--- src/hdl/spq_pkg.sv ---
// Shared types and constants for the sorted priority queue.
`timescale 1ns / 1ps
`default_nettype none
package spq_pkg;
	localparam int DEPTH = 16;
	localparam int OCC_W = $clog2(DEPTH + 1);
	localparam int VAL_W = 32;
	localparam int CNT_W = 5;

	localparam logic [1:0] FUNC_INSERT = 2'd0;
	localparam logic [1:0] FUNC_DELETE = 2'd1;
	localparam logic [1:0] FUNC_READ = 2'd2;

	localparam logic [1:0] STATUS_OK = 2'd0;
	localparam logic [1:0] STATUS_FULL = 2'd1;
	localparam logic [1:0] STATUS_EMPTY = 2'd2;
	localparam logic [1:0] STATUS_NOT_FOUND = 2'd3;

	typedef struct packed {
		logic [1:0] func;
		logic signed [VAL_W-1:0] value;
	} req_t;

	typedef struct packed {
		logic [1:0] status;
		logic signed [VAL_W-1:0] entry;
		logic [CNT_W-1:0] count;
		logic last;
	} rsp_t;

	typedef enum logic [1:0] {
		CELL_HOLD,
		CELL_INSERT,
		CELL_DELETE,
		CELL_ROTATE
	} cell_op_t;

	typedef struct packed {
		cell_op_t op;
		logic signed [VAL_W-1:0] value;
	} cell_cmd_t;
endpackage
`default_nettype wire

--- src/hdl/spq_cell.sv ---
// One storage cell of the sorted chain with its compare and shift logic.
`timescale 1ns / 1ps
`default_nettype none
module spq_cell (
	input wire logic clk,
	input wire spq_pkg::cell_cmd_t cmd,
	input wire logic occupied,
	input wire logic left_hit,
	input wire logic signed [spq_pkg::VAL_W-1:0] left_value,
	input wire logic signed [spq_pkg::VAL_W-1:0] right_value,
	input wire logic right_occupied,
	input wire logic signed [spq_pkg::VAL_W-1:0] head_value,
	output logic signed [spq_pkg::VAL_W-1:0] value,
	output logic hit,
	output logic eq
);
	import spq_pkg::*;

	logic signed [VAL_W-1:0] value_q;
	logic ge;

	assign ge = occupied && (cmd.value >= value_q);
	assign hit = !occupied || ge;
	assign eq = occupied && (cmd.value == value_q);
	assign value = value_q;

	always_ff @(posedge clk) begin
		case (cmd.op)
			CELL_INSERT: begin
				if (left_hit) begin
					value_q <= left_value;
				end else if (hit) begin
					value_q <= cmd.value;
				end
			end
			CELL_DELETE: begin
				if (ge) begin
					value_q <= right_value;
				end
			end
			CELL_ROTATE: begin
				if (occupied) begin
					value_q <= right_occupied ? right_value : head_value;
				end
			end
			default: begin
			end
		endcase
	end
endmodule
`default_nettype wire

--- src/hdl/sorted_priority_queue_core.sv ---
// Top level of the sorted priority queue built as a chain of compare-and-shift cells.
`timescale 1ns / 1ps
`default_nettype none
// Insert, delete and unused codes need no busy state: the result strobes on done in the
// cycle after the transfer and busy stays low, so a new command may follow every cycle.
// A read-out raises busy while its stored entries are emitted, one entry per cycle,
// highest first, as the cell chain rotates past its head; the chain is back in order when
// busy falls. An empty read-out gives one result and busy stays low. Results cannot be held
// off and must be taken in the cycle done is high.
module sorted_priority_queue_core (
	input wire logic clk,
	input wire logic arst_n,
	input wire logic start,
	input wire spq_pkg::req_t req,
	output logic busy,
	output logic done,
	output spq_pkg::rsp_t rsp
);
	import spq_pkg::*;

	typedef enum logic {
		S_IDLE,
		S_READ
	} state_t;

	state_t state_q;
	logic [OCC_W-1:0] occ_q;
	logic [OCC_W-1:0] rd_cnt_q;
	logic done_q;
	rsp_t rsp_q;

	logic signed [VAL_W-1:0] cell_value [DEPTH];
	logic [DEPTH-1:0] cell_hit;
	logic [DEPTH-1:0] cell_eq;
	logic [DEPTH-1:0] cell_occ;
	logic found;
	logic accept;
	logic full;
	logic empty;
	cell_cmd_t cmd;

	assign accept = start && (state_q == S_IDLE);
	assign full = (occ_q == OCC_W'(DEPTH));
	assign empty = (occ_q == '0);
	assign found = |cell_eq;

	always_comb begin
		cmd.value = req.value;
		cmd.op = CELL_HOLD;
		if (state_q == S_READ) begin
			cmd.op = CELL_ROTATE;
		end else if (accept) begin
			if (req.func == FUNC_INSERT && !full) begin
				cmd.op = CELL_INSERT;
			end else if (req.func == FUNC_DELETE && !empty && found) begin
				cmd.op = CELL_DELETE;
			end
		end
	end

	for (genvar i = 0; i < DEPTH; i++) begin : g_cell
		assign cell_occ[i] = OCC_W'(i) < occ_q;
		if (i == 0) begin : g_head
			spq_cell u_cell (
				.clk(clk),
				.cmd(cmd),
				.occupied(cell_occ[i]),
				.left_hit(1'b0),
				.left_value(cell_value[i]),
				.right_value(cell_value[i+1]),
				.right_occupied(cell_occ[i+1]),
				.head_value(cell_value[0]),
				.value(cell_value[i]),
				.hit(cell_hit[i]),
				.eq(cell_eq[i])
			);
		end else if (i == DEPTH - 1) begin : g_tail
			spq_cell u_cell (
				.clk(clk),
				.cmd(cmd),
				.occupied(cell_occ[i]),
				.left_hit(cell_hit[i-1]),
				.left_value(cell_value[i-1]),
				.right_value(cell_value[i]),
				.right_occupied(1'b0),
				.head_value(cell_value[0]),
				.value(cell_value[i]),
				.hit(cell_hit[i]),
				.eq(cell_eq[i])
			);
		end else begin : g_mid
			spq_cell u_cell (
				.clk(clk),
				.cmd(cmd),
				.occupied(cell_occ[i]),
				.left_hit(cell_hit[i-1]),
				.left_value(cell_value[i-1]),
				.right_value(cell_value[i+1]),
				.right_occupied(cell_occ[i+1]),
				.head_value(cell_value[0]),
				.value(cell_value[i]),
				.hit(cell_hit[i]),
				.eq(cell_eq[i])
			);
		end
	end

	always_ff @(posedge clk or negedge arst_n) begin
		if (!arst_n) begin
			state_q <= S_IDLE;
			occ_q <= '0;
			rd_cnt_q <= '0;
			done_q <= 1'b0;
			rsp_q <= '0;
		end else begin
			done_q <= 1'b0;
			case (state_q)
				S_IDLE: begin
					if (accept) begin
						rsp_q.entry <= '0;
						rsp_q.last <= 1'b1;
						rsp_q.count <= CNT_W'(occ_q);
						rsp_q.status <= STATUS_OK;
						case (req.func)
							FUNC_INSERT: begin
								done_q <= 1'b1;
								if (full) begin
									rsp_q.status <= STATUS_FULL;
								end else begin
									occ_q <= occ_q + 1'b1;
									rsp_q.count <= CNT_W'(occ_q + 1'b1);
								end
							end
							FUNC_DELETE: begin
								done_q <= 1'b1;
								if (empty) begin
									rsp_q.status <= STATUS_EMPTY;
								end else if (!found) begin
									rsp_q.status <= STATUS_NOT_FOUND;
								end else begin
									occ_q <= occ_q - 1'b1;
									rsp_q.count <= CNT_W'(occ_q - 1'b1);
								end
							end
							FUNC_READ: begin
								if (empty) begin
									done_q <= 1'b1;
									rsp_q.status <= STATUS_EMPTY;
								end else begin
									rd_cnt_q <= occ_q;
									state_q <= S_READ;
								end
							end
							default: begin
								done_q <= 1'b1;
							end
						endcase
					end
				end
				S_READ: begin
					done_q <= 1'b1;
					rsp_q.status <= STATUS_OK;
					rsp_q.entry <= cell_value[0];
					rsp_q.count <= CNT_W'(occ_q);
					rsp_q.last <= (rd_cnt_q == OCC_W'(1));
					rd_cnt_q <= rd_cnt_q - 1'b1;
					if (rd_cnt_q == OCC_W'(1)) begin
						state_q <= S_IDLE;
					end
				end
				default: begin
					state_q <= S_IDLE;
				end
			endcase
		end
	end

	assign busy = (state_q == S_READ);
	assign done = done_q;
	assign rsp = rsp_q;
endmodule
`default_nettype wire
--- config.mk ---
export PLATFORM = sky130hd
export DESIGN_NAME = sorted_priority_queue_core
export DESIGN_NICKNAME = d
export VERILOG_FILES = /design/src/hdl/spq_pkg.sv /design/src/hdl/spq_cell.sv /design/src/hdl/sorted_priority_queue_core.sv
export SDC_FILE = /design/constraint.sdc
export NUM_CORES = 2
export LEC_CHECK = 0
export CAP_MARGIN = 20
export CORE_ASPECT_RATIO = 0.75
export CORE_MARGIN = 5
export CORE_UTILIZATION = 30
export CTS_CLUSTER_SIZE = 28
export DETAILED_ROUTE_END_ITERATION = 8
export DONT_BUFFER_PORTS = 1
export SYNTH_ARGS = -nofsm -noshare
export SYNTH_HDL_FRONTEND = slang
export SYNTH_SLANG_ARGS = --single-unit
export TNS_END_PERCENT = 30
--- constraint.sdc ---
create_clock -name clk -period 9.65 [get_ports clk]
set_input_delay 2.895 -clock clk [delete_from_list [all_inputs] [get_ports clk]]
set_output_delay 2.895 -clock clk [all_outputs]
set_load 0.02 [all_outputs]
# Word-level counts from Yosys, hierarchy flattened

Cells that the tools add are included.

Eq/ne operators: 73
Reduce and logical (&&, ||, !) cells: 93
Multiplexer cells: 121
$lt $le $gt $ge: 32
Shift operators: 0
Bitwise operators: 1
Add/sub/neg operators: 3
Div/mod/pow operators: 0
Multipliers: 0

Operators with widths:

| cell                  | number |
|---|---|
| $mux W32              | 77 |
| $pmux W32 S3          | 15 |
| $eq A32 B32 Y1        | 16 |
| $ge A32 B32 Y1        | 16 |
| $pmux W40 S2          | 1 |
| $ne A2 B1 Y1 const B  | 33 |
| $pmux W32 S2          | 1 |
| $reduce_and A4 Y1     | 14 |
| $ne A3 B1 Y1 const B  | 15 |
| $lt A4 B5 Y1 const A  | 8 |
| $mux W40              | 1 |
| $logic_and A1 B1 Y1   | 36 |
| $mux W5               | 6 |
| $lt A3 B5 Y1 const A  | 4 |
| $pmux W5 S2           | 2 |
| $logic_not A1 Y1      | 18 |
| $logic_or A1 B1 Y1    | 16 |
| $reduce_or A16 Y1     | 1 |
| $mux W2               | 7 |
| $lt A1 B5 Y1 const A  | 2 |
| $lt A2 B5 Y1 const A  | 2 |
| $sub A5 B1 Y5 const B | 2 |
| $mux W1               | 8 |
| $eq A2 B2 Y1 const B  | 3 |
| other kinds (15)      | 19 |

Memories kept: 0
Bits in read-only memories: 0
Logic and storage cells: 347
Input bits: 37
Bits in registers: 564
Output and inout port bits: 42
Bits in writable memories: 0
Latch bits: 0

# Logic depth before layout (Yosys ltp)

Depth after elaboration: 11
Mapped depth: 14
Mapped depth without buffers: 10

# Modules after synthesis

From an unflattened synthesis, not the netlist that was laid out.

Cell total of the unflattened synthesis: 5130
Area total of the unflattened synthesis: 47882.2 um^2

By module, submodules not included:

| module                                 | times used | seq. area each (um^2) | cells each | area each (um^2) |
|---|---|---|---|---|
| spq_cell (g_cell[0].g_head.u_cell ...) | 14         | 960.9                 | 305        | 2824.0 |
| spq_cell (g_cell[8].g_mid.u_cell ...)  | 2          | 960.9                 | 305        | 2870.3 |
| sorted_priority_queue_core             | 1          | 1301.2                | 250        | 2606.2 |

# Least setup slack after synthesis

OpenSTA, ideal clock, no wires.

Kind: input -> register
From: input port req[0] (netlist bit)
To: register g_cell[11].g_mid.u_cell.value_q[0], enable pin
Stages on the path: 13
Buffers on the path: 3
Setup slack: 1.366 ns
Arrival: 7.804 ns
Data required time: 9.170 ns
Library setup time: 0.480 ns
Path through: clkbuf_1 -> inv_1 -> ha_1 -> nor2b_1 -> o211ai_1 -> a21oi_1 -> o311a_1 -> or4_1 -> nand4_1 -> buf_2 -> buf_2 -> inv_1 -> a311oi_1

Longest elaborated chain between the ends: 11
Elaborated cells between the ends (all ways): 52
Those cells by class: 2 x order compare; 22 x eq/ne; 4 x mux; 24 x reduce/logical

Ends and longest elaborated chain:

| element                                                     | line                             | RTL |
|---|---|---|
| start, declared                                             | sorted_priority_queue_core.sv:14 | `input wire spq_pkg::req_t req,` |
| $eq A32 B32 Y1                                              | spq_cell.sv:24                   | `assign eq = occupied && (cmd.value == value_q);` |
| $logic_and A1 B1 Y1                                         | spq_cell.sv:24                   |  |
| $reduce_or A16 Y1                                           | sorted_priority_queue_core.sv:45 | `assign found = \|cell_eq;` |
| $logic_and A1 B1 Y1                                         | sorted_priority_queue_core.sv:55 | `end else if (req.func == FUNC_DELETE && !empty && found) begin` |
| $mux W2                                                     | sorted_priority_queue_core.sv:55 |  |
| $mux W2                                                     | sorted_priority_queue_core.sv:53 | `if (req.func == FUNC_INSERT && !full) begin` |
| $mux W2                                                     | sorted_priority_queue_core.sv:52 | `end else if (accept) begin` |
| $mux W2                                                     | sorted_priority_queue_core.sv:50 | `if (state_q == S_READ) begin` |
| $eq A2 B1 Y1 / $eq A2 B2 Y1 (equally long branches)         | spq_cell.sv:28                   | `case (cmd.op)` |
| $ne A3 B1 Y1 (no source line), or another cell as far along | -                                |  |
| $reduce_and A4 Y1 (no source line) (*)                      | -                                |  |
| end signal, assigned                                        | spq_cell.sv:31                   | `value_q <= left_value;` |
| end signal, assigned                                        | spq_cell.sv:33                   | `value_q <= cmd.value;` |
| end signal, assigned                                        | spq_cell.sv:38                   | `value_q <= right_value;` |
| end, declared                                               | spq_cell.sv:19                   | `logic signed [VAL_W-1:0] value_q;` |

Every way passes the cells marked *; elsewhere a longest branch is shown, timed or not.
A chain may end at the register's enable or synchronous reset.

# Worst setup path after layout

From: input port req[15] (netlist bit)
To: register g_cell[11].g_mid.u_cell.value_q[25], enable pin

The elaborated chain is that of the path after synthesis.

==> out/metrics.yaml <==
outcome: "completed"
cts_made_buffers: 66
slowest_stage: "nor4_1"
ir_worst_vdd_v: 0.000403
fp.dieW_um: 468
path_clk_slew_ns: 0.06
crit_path_start: "req[15]"
hold_depth: 2
utilization_pct: 33.0
drt_first_pass_iters: 6
synth-edff-count: 512
drive_gt1_share_pct: 5.76
die_area_mm2: 0.165
rows: 126
cell_internal_pwr_uw: 10800
h-tree-depth: 3
drt-wirelength-per-cell_um: 23.7
nets: 5698
cts_tree: "done"
crit_type: "in -> reg"
async_reset_ff_share_pct: 9.22
netlist.area_leader.share_pct: 32.6
finalCritPeriodShare_pct: 74.2
p_switching_uw: 10000
max_freq_mhz: 140
cp_num_buf_inv: 2
holdBufCountCts: 0
ys_ff_latch: 564
ios: 79
netSwitchingFraction_pct: 48.2
gr-total-overflow: 0
clkLatencyLatePin_ns: 0.69
crit_chain: "ha_1 > nand4_1 > nor4_1 > nand3_1 > o221ai_1 > nor3_2 > a21oi_4 > buf_4 > a21oi_1 > a311oi_4 > buf_4"
slew_headroom_pct: 15.0
finalSetupTns_ns: 0
yosys_warnings: 0
layout_commonest_cell: "nand2_1"
drtIter0Drc: 5403
final_cell_mix: "707 x nand2_1, 581 x a21oi_1, 518 x ha_1"
synth_area_mm2: 0.0472
post_cts.repair.setup_buffers: 0
startpoint_type: "input pin"
path_delay_family: "simple AND/OR/NAND/NOR gates"
slew_viol_final: 0
layout.cells.non_filler: 7307
hold_path_startpoint: "occ_q[2]"
p_comb_share_pct: 57.3
post_cts_resized: 0
grt_max_degree: 180
synth_flop_cell: "edfxtp_1"
hp-class: "reg -> reg"
antenna_found_initial: 2
ctsLongestPathBuffers: 3
end_kind: "flop"
seq_power_share_pct: 29.9
place_hpwl_um: 123000
cts.sinks: 564
hold_viol_final: 0
grt_pass1_wl_um: 257000
finalSetupViolCount: 0
syn_inst: 5324
drv_cap: 0
pwr-share-clk_pct: 12.8
rr_worst_depth: 9
drtAntennaViolNets: 0
worstPathRequired_ns: 9.96
worst-path-max-fanout: 63
yosys-top-cells-area: "edfxtp_1 33%, ha_1 14%, mux2i_1 10%"
timing.critical_path.mode_cell: "buf_4"
powerDensity_mw_per_mm2: 402
synth_fp_nets: 5879
start_util_pct: 30.1
crit_arrival_ns: 7.47
rsz0062_at_grt: "false"
fp.dieH_um: 354
synthToLayoutAreaGrowth_pct: 9.76
route.vias.total: 42500
timing.final.crit_period_ns: 7.16
cts-root-buf: "clkbuf_16"
placed_cells: 7182
synth_cell_types: 82
place.gp.congestion: 0.935
critical_path.max_stage_delay_ns: 0.74
r2r_start: "occ_q[4]"
synth-seq-area-share_pct: 35.3
drc_errors: 0
synth_largest_area_cell: "edfxtp_1"
cp_num_cells: 11
viasPerCell: 5.81
avgSynthCellArea_um2: 8.87
grt_usage_pct: 20.0
leakage_uw: 0.0220
wl_um: 173000
core_area_mm2: 0.157
tightest_slew_ns: 1.26
port_buffers: 0
finClkSkew_ns: 0.0431
first_global_vias: 39900
-- flip-flops by register name, summed over array words and instances (netlist names) --
name                        flops
rsp                            40
done                            1
g_cell.g_mid.u_cell.value     448
g_cell.g_head.u_cell.value     32
busy                            1
occ_q                           5
g_cell.g_tail.u_cell.value     32
rd_cnt_q                        5
-- final timing paths --
check | end | slack [ns]
setup reg to reg | g_cell[0].g_head.u_cell.value[26] | 4.13
min in group asynchronous | rsp[6] | 1.91
hold / removal | rsp[3] | 0.53
hold reg to reg | rsp[3] | 0.53
setup / recovery | g_cell[11].g_mid.u_cell.value[25] | 2.49
max in group asynchronous | rsp[29] | 7.54
-- final cells by class --
| type | count | area, um2 |
|---|---|---|
| fillers | 16000 | 105000 |
| multi-input cells | 3885 | 27500 |
| flip-flops and latches | 564 | 16700 |
| well taps | 2112 | 2640 |
| inverters | 519 | 1960 |
| clock buffers | 84 | 1790 |
| repair buffers | 107 | 938 |
| clock inverters | 35 | 355 |
| diodes | 1 | 2.50 |
-- cell families (layout without fill, tap and decap cells) --
kind of cell / Yosys count / in the layout / synth area share, %
AOI/OAI and AO/OA: 1476 / 1476 / 19.2
xor gates and xnor gates: 9 / 9 / 0.167
adders and majority gates: 518 / 518 / 13.7
buffers and inverters: 875 / 745 / 7.34
DFF: 564 / 564 / 35.3
muxes: 534 / 534 / 11.5
other: 0 / 1 / 0
and+or+nand+nor: 1348 / 1348 / 12.8
-- cell usage after synthesis, types with 7 or more instances --
cell type  number
nand2b_1       13
buf_1          17
a22oi_1        46
mux2_1         21
nand3_1        76
nand4_1       174
o211ai_1       26
edfxtp_1      512
a21oi_1       591
o221ai_1      211
o22ai_1         9
a31oi_1         9
nor2_1        253
ha_1          518
o31ai_1         8
a221oi_1       11
nor4_1         14
nor2b_1        25
mux2i_1       488
and3_1          7
inv_1         516
dfrtp_1        52
o311a_1         9
clkbuf_1      232
a21boi_0       15
a21o_1         45
mux2_2         19
o21ai_1        48
o311ai_0       38
o21ai_0       340
nor3_1         29
buf_2          96
a211oi_1       16
nand2_1       707
-- power groups by stage --
stage                     Combinational (uW)  Sequential (uW)  Clock [uW]
after global placement                 11200             6230           0
after detailed placement               11600             6240           0
after global routing                   13000             6380        2780
after CTS                              11700             6210        2680
after floorplan                         8270             5830           0
final                                  11900             6230        2660
-- metrics by stage --
step / hold WS [ns] / worst slack (ns) / power, uW / instance area [um2]
floorplan: 0.496 / 1.37 / 14100 / 47200
global placement: 0.503 / 2.01 / 17500 / 49500
detailed placement: 0.510 / 1.96 / 17900 / 49600
CTS: 0.537 / 2.66 / 20500 / 51700
global route: 0.563 / 2.24 / 22100 / 51800
finish: 0.532 / 2.49 / 20800 / 51800
-- per-layer routing --
layer  track usage, %  wire length (um)  share of wire (%)  up-vias
met5                0                13             0.0075        -
met4             4.12              3450                2.0        2
met3             6.24             21200                 12      216
met2             28.4             70900                 41     2228
met1             29.6             77900                 45    20800
li1                 -                 -                  -    19300
-- worst min-delay path: stages, from the launching register on --
cell and delay (ns):
dfrtp_1 0.34, a22oi_1 0.08, nand2_1 0.06
Note: power is estimated with default switching activity, not from simulation.
